<file path="src/design/see_pkg.sv">
// Shared types, constants and codes of the stack expression evaluator.
`timescale 1ns / 1ps
package see_pkg;
    localparam int DataWidth = 32;
    localparam int StackDepthDefault = 64;

    localparam logic [3:0] OP_ADD  = 4'd0;
    localparam logic [3:0] OP_SUB  = 4'd1;
    localparam logic [3:0] OP_MUL  = 4'd2;
    localparam logic [3:0] OP_DIV  = 4'd3;
    localparam logic [3:0] OP_POW  = 4'd4;
    localparam logic [3:0] OP_NEG  = 4'd5;
    localparam logic [3:0] OP_PSHI = 4'd6;
    localparam logic [3:0] OP_PSHX = 4'd7;
    localparam logic [3:0] OP_PSHY = 4'd8;
    localparam logic [3:0] OP_PSHZ = 4'd9;

    localparam logic [2:0] ERR_OK      = 3'd0;
    localparam logic [2:0] ERR_OPCODE  = 3'd1;
    localparam logic [2:0] ERR_UNDER   = 3'd2;
    localparam logic [2:0] ERR_OVER    = 3'd3;
    localparam logic [2:0] ERR_DIVZERO = 3'd4;
    localparam logic [2:0] ERR_ZEROPOW = 3'd5;

    // datapath commands
    localparam logic [2:0] CMD_NONE  = 3'd0;
    localparam logic [2:0] CMD_READ  = 3'd1; // fetch top two entries
    localparam logic [2:0] CMD_EXEC  = 3'd2; // start the operation on fetched operands
    localparam logic [2:0] CMD_STEP  = 3'd3; // one iteration of div or pow
    localparam logic [2:0] CMD_WRITE = 3'd4; // write back and retire the beat

    typedef struct packed {
        logic [2:0] cmd;
    } see_ctrl_t;

    typedef struct packed {
        logic wb_hold;   // last beat must wait for the result slot
        logic busy_done; // iterative unit finished
        logic iterative; // fetched op needs the iterative unit
    } see_stat_t;
endpackage

</file>
<file path="src/design/see_ctrl.sv">
// Controller state machine: sequences fetch, execute, iterate and write back.
`timescale 1ns / 1ps
module see_ctrl (
    input  logic                 clk,
    input  logic                 rst_n,
    input  logic                 in_valid,
    output logic                 in_ready,
    input  see_pkg::see_stat_t   stat,
    output see_pkg::see_ctrl_t   ctrl
);
    localparam logic [1:0] S_IDLE = 2'd0;
    localparam logic [1:0] S_READ = 2'd1;
    localparam logic [1:0] S_ITER = 2'd2;
    localparam logic [1:0] S_WB   = 2'd3;

    logic [1:0] state_reg, state_next;

    assign in_ready = (state_reg == S_IDLE);

    always_comb
    begin
        state_next = state_reg;
        ctrl.cmd = see_pkg::CMD_NONE;
        unique case (state_reg)
            S_IDLE:
            begin
                if (in_valid && in_ready)
                begin
                    ctrl.cmd = see_pkg::CMD_READ;
                    state_next = S_READ;
                end
            end
            S_READ:
            begin
                ctrl.cmd = see_pkg::CMD_EXEC;
                state_next = stat.iterative ? S_ITER : S_WB;
            end
            S_ITER:
            begin
                ctrl.cmd = see_pkg::CMD_STEP;
                if (stat.busy_done)
                    state_next = S_WB;
            end
            S_WB:
            begin
                // a last beat waits until the result slot can take it
                if (!stat.wb_hold)
                begin
                    ctrl.cmd = see_pkg::CMD_WRITE;
                    state_next = S_IDLE;
                end
            end
            default: state_next = S_IDLE;
        endcase
    end

    always_ff @(posedge clk or negedge rst_n)
    begin
        if (!rst_n)
            state_reg <= S_IDLE;
        else
            state_reg <= state_next;
    end

`ifndef SYNTHESIS
    a_no_write_held: assert property (@(posedge clk) disable iff (!rst_n)
        (ctrl.cmd == see_pkg::CMD_WRITE) |-> !stat.wb_hold)
        else $error("write back while result slot is full");
    a_read_follows: assert property (@(posedge clk) disable iff (!rst_n)
        (ctrl.cmd == see_pkg::CMD_READ) |=> (ctrl.cmd == see_pkg::CMD_EXEC))
        else $error("fetch not followed by execute");
    a_wb_then_idle: assert property (@(posedge clk) disable iff (!rst_n)
        (ctrl.cmd == see_pkg::CMD_WRITE) |=> (state_reg == S_IDLE))
        else $error("write back did not return to idle");
`endif
endmodule

</file>
<file path="config.mk">
export PLATFORM = sky130hd
export DESIGN_NAME = see_ctrl
export DESIGN_NICKNAME = d
export VERILOG_FILES = /design/src/design/see_pkg.sv /design/src/design/see_ctrl.sv
export SDC_FILE = /design/constraint.sdc
export NUM_CORES = 1
export LEC_CHECK = 0
export ABC_AREA = 1
export ABC_CLOCK_PERIOD_IN_PS = 1100
export BUFFER_PORTS_ARGS = -buffer_cell sky130_fd_sc_hd__buf_2
export CORE_AREA = 4 4 41 43
export CTS_CLUSTER_SIZE = 14
export DETAILED_ROUTE_END_ITERATION = 16
export DIE_AREA = 0 0 45 47
export GPL_TIMING_DRIVEN = 0
export PLACE_DENSITY_LB_ADDON = 0.2
export SKIP_LAST_GASP = 1
export SLEW_MARGIN = 0
export SYNTH_ARGS = -nofsm -noshare
export SYNTH_HDL_FRONTEND = slang
export SYNTH_SLANG_ARGS = --single-unit
</file>
<file path="constraint.sdc">
create_clock -name clk -period 1.1 [get_ports clk]
set_input_delay 0.055 -clock clk [delete_from_list [all_inputs] [get_ports clk]]
set_output_delay 0.055 -clock clk [all_outputs]
set_load 0.01 [all_outputs]
</file>
-- Word-level counts from Yosys, hierarchy flattened
Cells that the tools add are included.
- output and inout bits: 4
- register bits after elaboration: 2
- word-level logic and storage cells: 18
- bits of input ports: 6
- equal/unequal tests: 6
- reduce and logical (&&, ||, !) cells: 3
- multiplexer cells: 8
- operators by type and width (cell ; count):
    3-bit one-hot mux with 4 select lines ; 1
    2-bit one-hot mux with 4 select lines ; 1
    2-bit two-way mux ; 3
    2-bit equality test, second input constant ; 2
    2-bit inequality test, second input constant ; 2
    3-bit two-way mux ; 1
    3-bit AND reduction ; 1
    2-bit by 1-bit equality test with 1-bit output, second input constant ; 1
    2-bit zero test ; 1
    1-bit two-way mux ; 2
    2-bit by 1-bit inequality test with 1-bit output, second input constant ; 1
    1-bit logical AND ; 1

-- Depth between registers and ports, before layout
Gate-level depths: netlist of the first run.
- depth in word-level cells: 4
- gate-level depth with buffers: 7
- gate-level depth less buffers: 7

-- Worst setup path before layout of the first run
Ideal clock, no wire load.
- path type: register -> register
- start point: reg state_reg[0]
- end point: reg state_reg[0]
- required time: 0.983 ns
- setup slack: 0.011 ns
- library setup time: 0.117 ns
- buffers on the path: 0
- period minus slack after synthesis: 1.089 ns
- cell stages (with the launch flop): 7
- arrival time: 0.971 ns
- cell sequence: dfrtp_1 -> inv_1 -> ha_1 -> nand2_2 -> nand3_1 -> nand2_1 -> nand2_1
- word-level cells in the longest chain between the ends: 4
- elaborated cells between the ends (all ways): 10
- those cells by class: eq/ne: 6; mux: 1; reduce/logical: 3
- ends and longest elaborated chain (what ; RTL line ; source):
    from (decl) ; see_ctrl.sv:16 ; logic [1:0] state_reg, state_next;
    from (signal assigned) ; see_ctrl.sv:62 ; state_reg <= state_next;
    2-bit zero test * ; see_ctrl.sv:18 ; assign in_ready = (state_reg == S_IDLE);
    named net in_ready ; see_ctrl.sv:7 ; output logic in_ready,
    1-bit logical AND ; see_ctrl.sv:27 ; if (in_valid && in_ready)
    2-bit by 1-bit inequality test with 1-bit output (no line) ; n/a ;
    3-bit AND reduction (no line) ; n/a ;
Mark *: on every way through the listed nets, which the timed path passes. The rest lies on a longest branch.
A chain may end at the register's enable or synchronous reset.

==> results of run 1 <==
## layout by cell type, fill, tap and decap left out
| cell | instances |
|---|---|
| nor2_4 | 1 |
| nor3b_2 | 1 |
| nand3_2 | 1 |
| ha_2 | 1 |
| inv_2 | 1 |
| buf_6 | 3 |
| nor2_1 | 2 |
| nand4_1 | 1 |
| buf_2 | 7 |
| nand2_2 | 2 |
| dlygate4sd3_1 | 1 |
| inv_1 | 5 |
| ha_1 | 1 |
| buf_4 | 4 |
| dfrtp_2 | 1 |
| a21oi_2 | 1 |
| nand2_1 | 7 |
| inv_4 | 1 |
| clkbuf_4 | 3 |
| nand3_1 | 1 |
| dfrtp_1 | 1 |
| ha_4 | 3 |
| nand2_4 | 1 |
## power breakdown
part	internal [uW]	switching, uW
sequential	120	55.6
combinational	612	502
clock	120	41.1
total	852	599
## per-stage QoR
step | setup slack [ns] | area, um^2 | cells | hold WS, ns
CTS | -0.187 | 435 | 65 | 0.136
global route | -0.256 | 444 | 65 | 0.171
floorplan | 0.0112 | 229 | 33 | -0.241
detailed placement | -0.0932 | 293 | 57 | -0.158
finish | -0.181 | 444 | 65 | 0.156
global placement | -0.112 | 293 | 57 | -0.158
## Yosys cell counts
cell type	count	share of area, %
nand2_1	8	13
inv_1	7	11
ha_1	5	27
nor2_1	3	4.9
dfrtp_1	2	22
nand2_2	2	5.5
nand3_1	2	4.4
a21oi_1	1	2.2
buf_4	1	3.3
nand4_1	1	2.7
nor3b_1	1	3.3
## path summary, 6_finish.rpt
kind                                       endpoint                      from  cells past startpoint
setup / recovery                            ctrl[0]  state_reg[1]$_DFFE_PN0P_                      5
hold / removal             state_reg[0]$_DFFE_PN0P_                     rst_n                      2
setup reg to reg           state_reg[0]$_DFFE_PN0P_  state_reg[1]$_DFFE_PN0P_                      7
hold reg to reg            state_reg[1]$_DFFE_PN0P_  state_reg[1]$_DFFE_PN0P_                      2
max in group asynchronous  state_reg[0]$_DFFE_PN0P_                     rst_n                      2
min in group clk           state_reg[1]$_DFFE_PN0P_                   stat[2]                      4
## metal layers
layer / up-vias / share of wire, %
li1: 134 / -
met1: 109 / 37
met2: 4 / 60
met3: 0 / 2.9
met4: 0 / 0
met5: - / 0
## cell families (layout without fill, tap and decap cells)
| kind of cell | after synthesis | after routing | synth area share, % |
|---|---|---|---|
| AND/OR/NAND/NOR | 17 | 17 | 33.9 |
| buffers and inverters | 8 | 25 | 14.8 |
| adder cells (fa/ha/maj) | 5 | 5 | 27.3 |
| flip-flops | 2 | 2 | 21.9 |
| AO/OA/AOI/OAI | 1 | 1 | 2.18 |
## layout make-up
class,count,area [um^2],share of cell area [%]
Clock buffer,3,22.5,5.07
Inverter,7,28.8,6.48
Buffer,1,11.3,2.54
Timing Repair Buffer,14,97.6,22.0
Multi-Input combinational cell,23,214,48.2
Tap cell,15,18.8,4.23
Sequential cell,2,51.3,11.5
## what timing repair did
action / 4_1_cts / 5_1_grt
hold buffers: 1 / 0
buffers inserted: 4 / 0
gates resized for setup: 16 / 4
pin swaps: 7 / 4
endpoints found under the setup margin: 6 / 6
endpoints found under the hold margin: 2 / 0
==> results.md, run 1 <==
- Critical Path RT: 1.04 ns
- Crit path cell chain: buf_4, ha_4, nor2_4, a21oi_2, buf_2
- Crit-path max cell delay: 0.41 ns
- CP Max Fanout: 4
- CTS tree: done
- Fill count: 146
- Synth-to-layout area growth: 94.0%
- Setup ws final: -0.181 ns
- Post-DP HPWL: 390 um
- Rel. slew slack: 89.9%
- Ports: 10
- WP data arrival: 1.23 ns
- Status: finished with violations
- CTS sink cnt: 2
- Max Cap Viol: 0
- M2 GR Usage: 14.1%
- WL/cell: 9.69 um
- Final wirelength: 630 um
- Sequential area share after synthesis: 21.9%
- Vert. Die Dim: 47 um
- Inserted Diodes: 0
- Clock Latency Late Sink: 0.22 ns
- FF-to-FF setup slack: -0.05 ns
- VDD IR max: 1350 uV
- Largest net degree at the start of global routing: 5
- Synth Area per Inst: 6.94 um^2
- Final ANT Viol Nets: 0
- Ratio of cells with drive above 1 in the final layout: 62.0%
- Largest register FFs: 2
- Endpoints failing hold: 0
- Largest delay share family, worst path: flip-flops
- Global routing usage on met3: 0.383%
- Drt drc: 0
- Core occupancy in the finished layout: 34.1%
- First-pass GRT wire length: 1160 um
- CTS Buf Count: 3
- Clock root cell: clkbuf_4
- Tot GR Track Use: 7.58%
- Number of port buffers: 9
- Tcrit/Tclk final: 116%
- Mapped cell area: 229 um^2
- Setup crit start kind: register
- Initial Util: 17.6%
- Initial antenna violation count: 0
- Failing checks: setup timing
- Setup crit end kind: primary output
- Slew Limit Fails: 0
- Unique masters post-synth: 11
- Die area: 0.00212 mm^2
- Power Density: 3270 mW/mm^2
- Vias in the first global route: 292
- Final Skew: 0.000616 ns
- Number of buffers and inverters on the critical path: 2
- Unrepaired setup endpoints after global routing: yes
- Critical path type: reg -> out
- Vias/cell: 3.80
- Final net count: 63
- GRT Residual Overflow: 0
- CTS H-Tree Depth: 1
- Syn Nets: 44
- Core Region: 0.00130 mm^2
- Tmin final: 1.28 ns
- Total negative slack: -0.647 ns
- Path type of the worst min-delay path: in -> async
- GPL Wtd Cong: 0.654
- DRT Pass-1 Iters: 1
- # rows: 13
- Met1 track demand over resource: 8.18%
- Final Setup Violations: 6
- GRT Max-Usage Layer: met2
- Clk pin slew, worst setup/hold paths: 0.03 ns
- CTS max path bufs: 2
- Leak: 0.000237 uW
- Total Power: 1450 uW
- Yosys warns: 0
- Cells after Synth: 33
- Via count: 247
- Yosys reg bits: 2
- CP max stage cell: dfrtp_1
- Achievable Freq: 780 MHz
- Least-Margin Pin Slew: 0.151 ns
- DR iter-0 viols: 0
- Die Wd: 45 um
No activity file was read; power rests on OpenSTA's default activity.
==> run 2: changes to the inputs <==
- ABC_AREA: 1 -> not set
- HOLD_SLACK_MARGIN: not set -> 0.03
==> run 2 against run 1 <==
  * The flow still finishes with violations (setup timing)
  * Synthesized cell count is 36% lower
  * First-iteration DRC count stayed put
  * Die area stayed put
==> results.md, run 2 <==
- Unrepaired setup endpoints after global routing: yes (unchanged)
- Vias/cell: 3.82 (was 3.80)
- Number of buffers and inverters on the critical path: 2 (unchanged)
- Core occupancy in the finished layout: 33.0% (was 34.1%)
- Post-DP HPWL: 381 um (was 390 um)
- Most frequent cells in the layout: buf_2 (7), buf_4 (5), buf_6 (4) (was nand2_1 (7), buf_2 (7), inv_1 (5))
- Clk pwr share: 11.2% (was 11.1%)
- CP Max Fanout: 4 (unchanged)
- # rows: 13 (unchanged)
- CTS sink cnt: 2 (unchanged)
- Syn Nets: 32 (was 44)
- Synth top area cells: ha_1 (31%), dfrtp_1 (25%), inv_1 (9.2%), o221ai_2 (7.4%), mux2_1 (5.5%) (was ha_1 (27%), dfrtp_1 (22%), nand2_1 (13%), inv_1 (11%), nand2_2 (5.5%))
- Power Density: 3330 mW/mm^2 (was 3270 mW/mm^2)
- CP max stage cell: dfrtp_1 (unchanged)
- Die area: 0.00212 mm^2 (unchanged)
- Crit-path max cell delay: 0.41 ns (about the same)
- Least-Margin Pin Slew: 0.240 ns (was 0.151 ns)
- Ratio of cells with drive above 1 in the final layout: 75.0% (was 62.0%)
- Tcrit/Tclk final: 123% (was 116%)
- Clk pin slew, worst setup/hold paths: 0.03 ns (about the same)
- Most common cell after layout, fill and taps aside: buf_2
- Yosys warns: 0 (unchanged)
- Sw Ratio: 37.0% (was 41.3%)
- DR iter-0 viols: 0 (unchanged)
- Clock root cell: clkbuf_4 (unchanged)
- Number of port buffers: 9 (unchanged)
- Switching pwr: 528 uW (was 599 uW)
- CTS Buf Count: 3 (unchanged)
- GPL Wtd Cong: 0.716 (was 0.654)
- Final ANT Viol Nets: 0 (unchanged)
- Vert. Die Dim: 47 um (unchanged)
- Slew Limit Fails: 0 (unchanged)
- Tot GR Track Use: 5.45% (was 7.58%)
- Final wirelength: 522 um (was 630 um)
- Number of flops mapped to enable cells by yosys: 0 (unchanged)
- Critical Path RT: 1.20 ns (was 1.04 ns)
- Path type of the worst min-delay path: in -> async (unchanged)
- Critical path type: reg -> reg (was reg -> out)
- Max Cap Viol: 0 (unchanged)
- Initial antenna violation count: 0 (unchanged)
- Failing checks: setup timing (unchanged)
- Initial Util: 15.7% (was 17.6%)
- Cells after Synth: 21 (was 33)
- Drt drc: 0 (unchanged)
- Total Power: 1430 uW (was 1450 uW)
- Setup crit end kind: register (was primary output)
- Unique masters post-synth: 12 (was 11)
- Post-route cell area: 429 um^2 (was 444 um^2)
- Vias in the first global route: 219 (was 292)
- Die Wd: 45 um (unchanged)
- Synth Area per Inst: 9.71 um^2 (was 6.94 um^2)
- Status: finished with violations (unchanged)
- CTS max path bufs: 2 (unchanged)
- Core Region: 0.00130 mm^2 (unchanged)
- Ports: 10 (unchanged)
- Tmin final: 1.36 ns (was 1.28 ns)
- Largest register FFs: 2 (unchanged)
- WP data arrival: 1.46 ns (was 1.23 ns)
- Via count: 210 (was 247)
- Final net count: 53 (was 63)
- Mapped cell area: 204 um^2 (was 229 um^2)
- GRT Residual Overflow: 0 (unchanged)
- DRT Pass-1 Iters: 1 (unchanged)
- Final Skew: 0.000719 ns (was 0.000616 ns)
- FFs w/ async S/R, synth: 100% (unchanged)
- Sequential area share after synthesis: 24.5% (was 21.9%)
- Post-synth top area cell: ha_1 (unchanged)
- Achievable Freq: 737 MHz (was 780 MHz)
- Final Setup Violations: 6 (unchanged)
- Ys flop type: dfrtp_1 (unchanged)
- CTS H-Tree Depth: 1 (unchanged)
- VDD IR max: 1350 uV (about the same)
- Seq pwr share: 11.6% (was 12.1%)
- Area after DPL: 280 um^2 (was 293 um^2)
- Synth top cells by count: ha_1 (5), inv_1 (5), dfrtp_1 (2) (was nand2_1 (8), inv_1 (7), ha_1 (5))
- Largest net degree at the start of global routing: 5 (unchanged)
- Logic pwr share: 77.2% (was 76.7%)
- Synth-to-layout area growth: 110% (was 94.0%)
- CTS tree: done (unchanged)
- Top-area cell type share of the netlist area: 30.7% (was 27.3%)
- Largest delay share family, worst path: flip-flops (unchanged)
- Inserted Diodes: 0 (unchanged)
- Clock Latency Late Sink: 0.22 ns (about the same)
- Leak: 0.000203 uW (was 0.000237 uW)
- Rel. slew slack: 83.9% (was 89.9%)
- Setup crit start kind: register (unchanged)
- Crit path cell chain: inv_4, ha_4, inv_2, o221ai_4, mux2_4 (was buf_4, ha_4, nor2_4, a21oi_2, buf_2)
- Setup ws final: -0.256 ns (was -0.181 ns)
- Yosys reg bits: 2 (unchanged)
- Int Power: 901 uW (was 852 uW)
- First-pass GRT wire length: 786 um (was 1160 um)
- Endpoints failing hold: 0 (unchanged)
- WL/cell: 9.49 um (was 9.69 um)
run 2: timing repair:
action,in CTS,in global routing
hold buffers,1,0
hold endpoints to repair,2,0
buffers inserted,4,2
pin swaps,5,0
gates resized for setup,13,3
endpoints found under the setup margin,5,6
run 2: cell type report:
class	instances	area, um^2
Buffer	1	11.3
Clock buffer	3	22.5
Fill cell	148	872
Inverter	5	21.3
Multi-Input combinational cell	13	189
Sequential cell	2	50.0
Tap cell	15	18.8
Timing Repair Buffer	16	116
run 2: final timing paths:
kind                            cells past startpoint  slack, ns                  endpoint                      from
worst min register to register                      1       0.59  state_reg[1]$_DFFE_PN0P_  state_reg[1]$_DFFE_PN0P_
worst max-delay path                                5      -0.26  state_reg[1]$_DFFE_PN0P_  state_reg[0]$_DFFE_PN0P_
min in group clk                                    4       0.25  state_reg[0]$_DFFE_PN0P_                   stat[0]
max in group asynchronous                           2       0.85  state_reg[0]$_DFFE_PN0P_                     rst_n
worst min-delay path                                2       0.16  state_reg[1]$_DFFE_PN0P_                     rst_n
worst max register to register                      5      -0.26  state_reg[1]$_DFFE_PN0P_  state_reg[0]$_DFFE_PN0P_
run 2: power by group through the flow:
stage | sequential [uW] | combinational, uW | clock (uW)
after floorplan | 152 | 440 | 0
after global placement | 158 | 586 | 0
after global routing | 172 | 1200 | 179
final | 166 | 1100 | 160
after detailed placement | 161 | 594 | 0
after CTS | 167 | 996 | 173
run 2: logic make-up after synthesis:
kind of cell	after synthesis	synth area share (%)
compound gates	3	13.5
fa+ha+maj	5	30.7
buf+inv	6	12.9
flops	2	24.5
mux	2	10.4
simple gates	3	7.97
run 2: worst register-to-register path, delay by kind of cell (launching register included):
family | cells | cell delay (ns)
compound gates | 1 | 0.19
fa+ha+maj | 1 | 0.15
mux | 1 | 0.32
flops | 1 | 0.41
buf+inv | 2 | 0.16
run 2: metal layers:
layer	track usage [%]	routed length (um)
met4	5.26	0
met3	2.30	47
met2	9.32	284
met5	0	0
met1	4.77	191
run 2: per-stage QoR:
step	hold WS (ns)	setup WS, ns	setup TNS, ns	std cells
final	0.157	-0.256	-0.953	55
after global routing	0.187	-0.303	-1.30	55
after CTS	0.135	-0.257	-0.954	53
after detailed placement	-0.159	-0.350	-0.558	45
after global placement	-0.161	-0.315	-0.466	45
after floorplan	-0.241	-0.232	-0.273	21
==> run 3: changes to the inputs <==
- CTS_BUF_LIST: not set -> sky130_fd_sc_hd__clkbuf_16
==> run 3 against run 2 <==
  * The flow still finishes with violations (setup timing)
  * Sequential power grew 9.6%
  * Worst hold slack lost 0.0033 ns
  * Fmax grew 0.38%
  * Largest power group unchanged
  * Total power grew 16%
  * Combinational power shrank 15%
  * Critical path type unchanged
  * Global-route usage shrank 0.083 points
  * Setup slack gained 0.0052 ns
  * Clock skew is essentially flat
  * Clock-buffer cell count is the same
  * Highest routed layer unchanged
==> results.md, run 3 (synthesis results as in run 2) <==
- Tot GR Track Use: 5.37% (was 5.45%)
- CTS max path bufs: 2 (unchanged)
- WP data arrival: 1.45 ns (was 1.46 ns)
- Final Setup Violations: 6 (unchanged)
- CTS sink cnt: 2 (unchanged)
- Global routing usage on met3: 2.30% (unchanged)
- Largest register FFs: 2 (unchanged)
- Max Cap Viol: 0 (unchanged)
- Ratio of cells with drive above 1 in the final layout: 76.3% (was 75.0%)
- Unrepaired setup endpoints after global routing: yes (unchanged)
- WL/cell: 10.5 um (was 9.49 um)
- Setup crit end kind: register (unchanged)
- Critical path type: reg -> reg (unchanged)
- Critical Path RT: 1.20 ns (about the same)
- Seq. cell area: 51.3 um^2 (was 50.0 um^2)
- Vias/cell: 3.75 (was 3.82)
- Fill count: 142 (was 148)
- Core Region: 0.00130 mm^2 (unchanged)
- Total negative slack: -1.16 ns (was -0.953 ns)
- Inserted Diodes: 0 (unchanged)
- First-pass GRT wire length: 779 um (was 786 um)
- CP Max Fanout: 4 (unchanged)
- Core occupancy in the finished layout: 34.7% (was 33.0%)
- Vias in the first global route: 208 (was 219)
- Worst reg2reg startpoint: state_reg[0]$_DFFE_PN0P_ (unchanged)
- Drt drc: 0 (unchanged)
- Rel. slew slack: 82.4% (was 83.9%)
- CP startpoint: state_reg[0]$_DFFE_PN0P_ (unchanged)
- Clk pin slew, worst setup/hold paths: 0.03 ns (about the same)
- Die Wd: 45 um (unchanged)
- CTS Buf Count: 3 (unchanged)
- Status: finished with violations (unchanged)
- Tmin final: 1.35 ns (was 1.36 ns)
- Path type of the worst min-delay path: in -> async (unchanged)
- Failing checks: setup timing (unchanged)
- # rows: 13 (unchanged)
- Achievable Freq: 740 MHz (was 737 MHz)
- Post-DP HPWL: 381 um (unchanged)
- Clock Latency Late Sink: 0.22 ns (about the same)
- GRT Max-Usage Layer: met2 (unchanged)
- DRT Pass-1 Iters: 1 (unchanged)
- Initial Util: 15.7% (unchanged)
- Setup WS pre-CTS: -0.350 ns (unchanged)
- Final net count: 51 (was 53)
- Met1 track demand over resource: 4.99% (was 4.77%)
- Synth-to-layout area growth: 121% (was 110%)
- Leak: 0.000209 uW (was 0.000203 uW)
- Clock root cell: clkbuf_16 (was clkbuf_4)
- Initial antenna violation count: 0 (unchanged)
- Power Density: 3670 mW/mm^2 (was 3330 mW/mm^2)
- Least-Margin Pin Slew: 0.263 ns (was 0.240 ns)
- DR iter-0 viols: 0 (unchanged)
- Final wirelength: 559 um (was 522 um)
- CTS H-Tree Depth: 1 (unchanged)
- GRT Residual Overflow: 0 (unchanged)
- Vert. Die Dim: 47 um (unchanged)
- Ports: 10 (unchanged)
- Setup crit start kind: register (unchanged)
- Most frequent cells in the layout: buf_2 (8), inv_2 (3), buf_4 (3), clkbuf_16 (3), buf_6 (3) (was buf_2 (7), buf_4 (5), buf_6 (4))
- M2 GR Usage: 8.76% (was 9.32%)
- Final ANT Viol Nets: 0 (unchanged)
- VDD IR max: 1480 uV (was 1350 uV)
- Slew Limit Fails: 0 (unchanged)
- Setup ws final: -0.251 ns (was -0.256 ns)
- Die area: 0.00212 mm^2 (unchanged)
- Endpoints failing hold: 0 (unchanged)
- GPL Wtd Cong: 0.716 (unchanged)
- Largest net degree at the start of global routing: 5 (unchanged)
- CTS tree: done (unchanged)
- Number of port buffers: 9 (unchanged)
- Area of the multi-input gates: 179 um^2 (was 189 um^2)
- Post-route cell area: 452 um^2 (was 429 um^2)
- Final Skew: 0.00120 ns (was 0.000719 ns)
- Area after DPL: 280 um^2 (unchanged)
- Most common cell after layout, fill and taps aside: buf_2 (unchanged)
- Tcrit/Tclk final: 123% (about the same)
- Via count: 199 (was 210)
[run 3: layout make-up]
class                           instances  share of cell area, %
Tap cell                               15                   4.16
Buffer                                  1                   1.66
Clock buffer                            3                   16.6
Sequential cell                         2                   11.4
Timing Repair Buffer                   14                   21.9
Inverter                                5                   4.71
Multi-Input combinational cell         13                   39.6
[run 3: final timing paths]
kind	end	slack [ns]	depth (start not counted)
worst max-delay path	state_reg[1]$_DFFE_PN0P_	-0.25	5
worst min-delay path	state_reg[0]$_DFFE_PN0P_	0.15	2
worst max register to register	state_reg[1]$_DFFE_PN0P_	-0.25	5
worst min register to register	state_reg[1]$_DFFE_PN0P_	0.62	1
max in group asynchronous	state_reg[1]$_DFFE_PN0P_	0.84	2
min in group clk	state_reg[0]$_DFFE_PN0P_	0.27	4
[run 3: per-layer routing]
| layer | vias up | share of wire [%] | wire, um |
|---|---|---|---|
| met5 | - | 0 | 0 |
| met1 | 89 | 38 | 215 |
| met3 | 0 | 8.4 | 47 |
| li1 | 102 | - | - |
| met2 | 8 | 53 | 296 |
| met4 | 0 | 0 | 0 |
[run 3: repair_timing]
action / in CTS / in global routing
gates resized for setup: 7 / 8
hold buffers: 1 / 0
buffers inserted: 2 / 2
pin swaps: 3 / 1
endpoints found under the hold margin: 2 / 0
endpoints found under the setup margin: 5 / 6
[run 3: report_power, final]
part / total [uW] / leakage, uW / internal [uW] / switching [uW]
sequential: 182 / 0.0000223 / 121 / 60.4
combinational: 934 / 0.000150 / 531 / 403
clock: 540 / 0.0000370 / 462 / 78.4
[run 3: critical path, cell delays in order, from the launching register on]
cell	delay, ns
dfrtp_1	0.40
inv_2	0.13
ha_4	0.15
inv_2	0.04
o221ai_4	0.19
mux2_4	0.32
[run 3: stage by stage]
stage	hold slack [ns]	power, uW	std cells
final	0.154	1660	53
after floorplan	-0.241	593	21
after detailed placement	-0.159	755	45
after global routing	0.191	1760	53
after global placement	-0.161	744	45
after CTS	0.148	1500	51
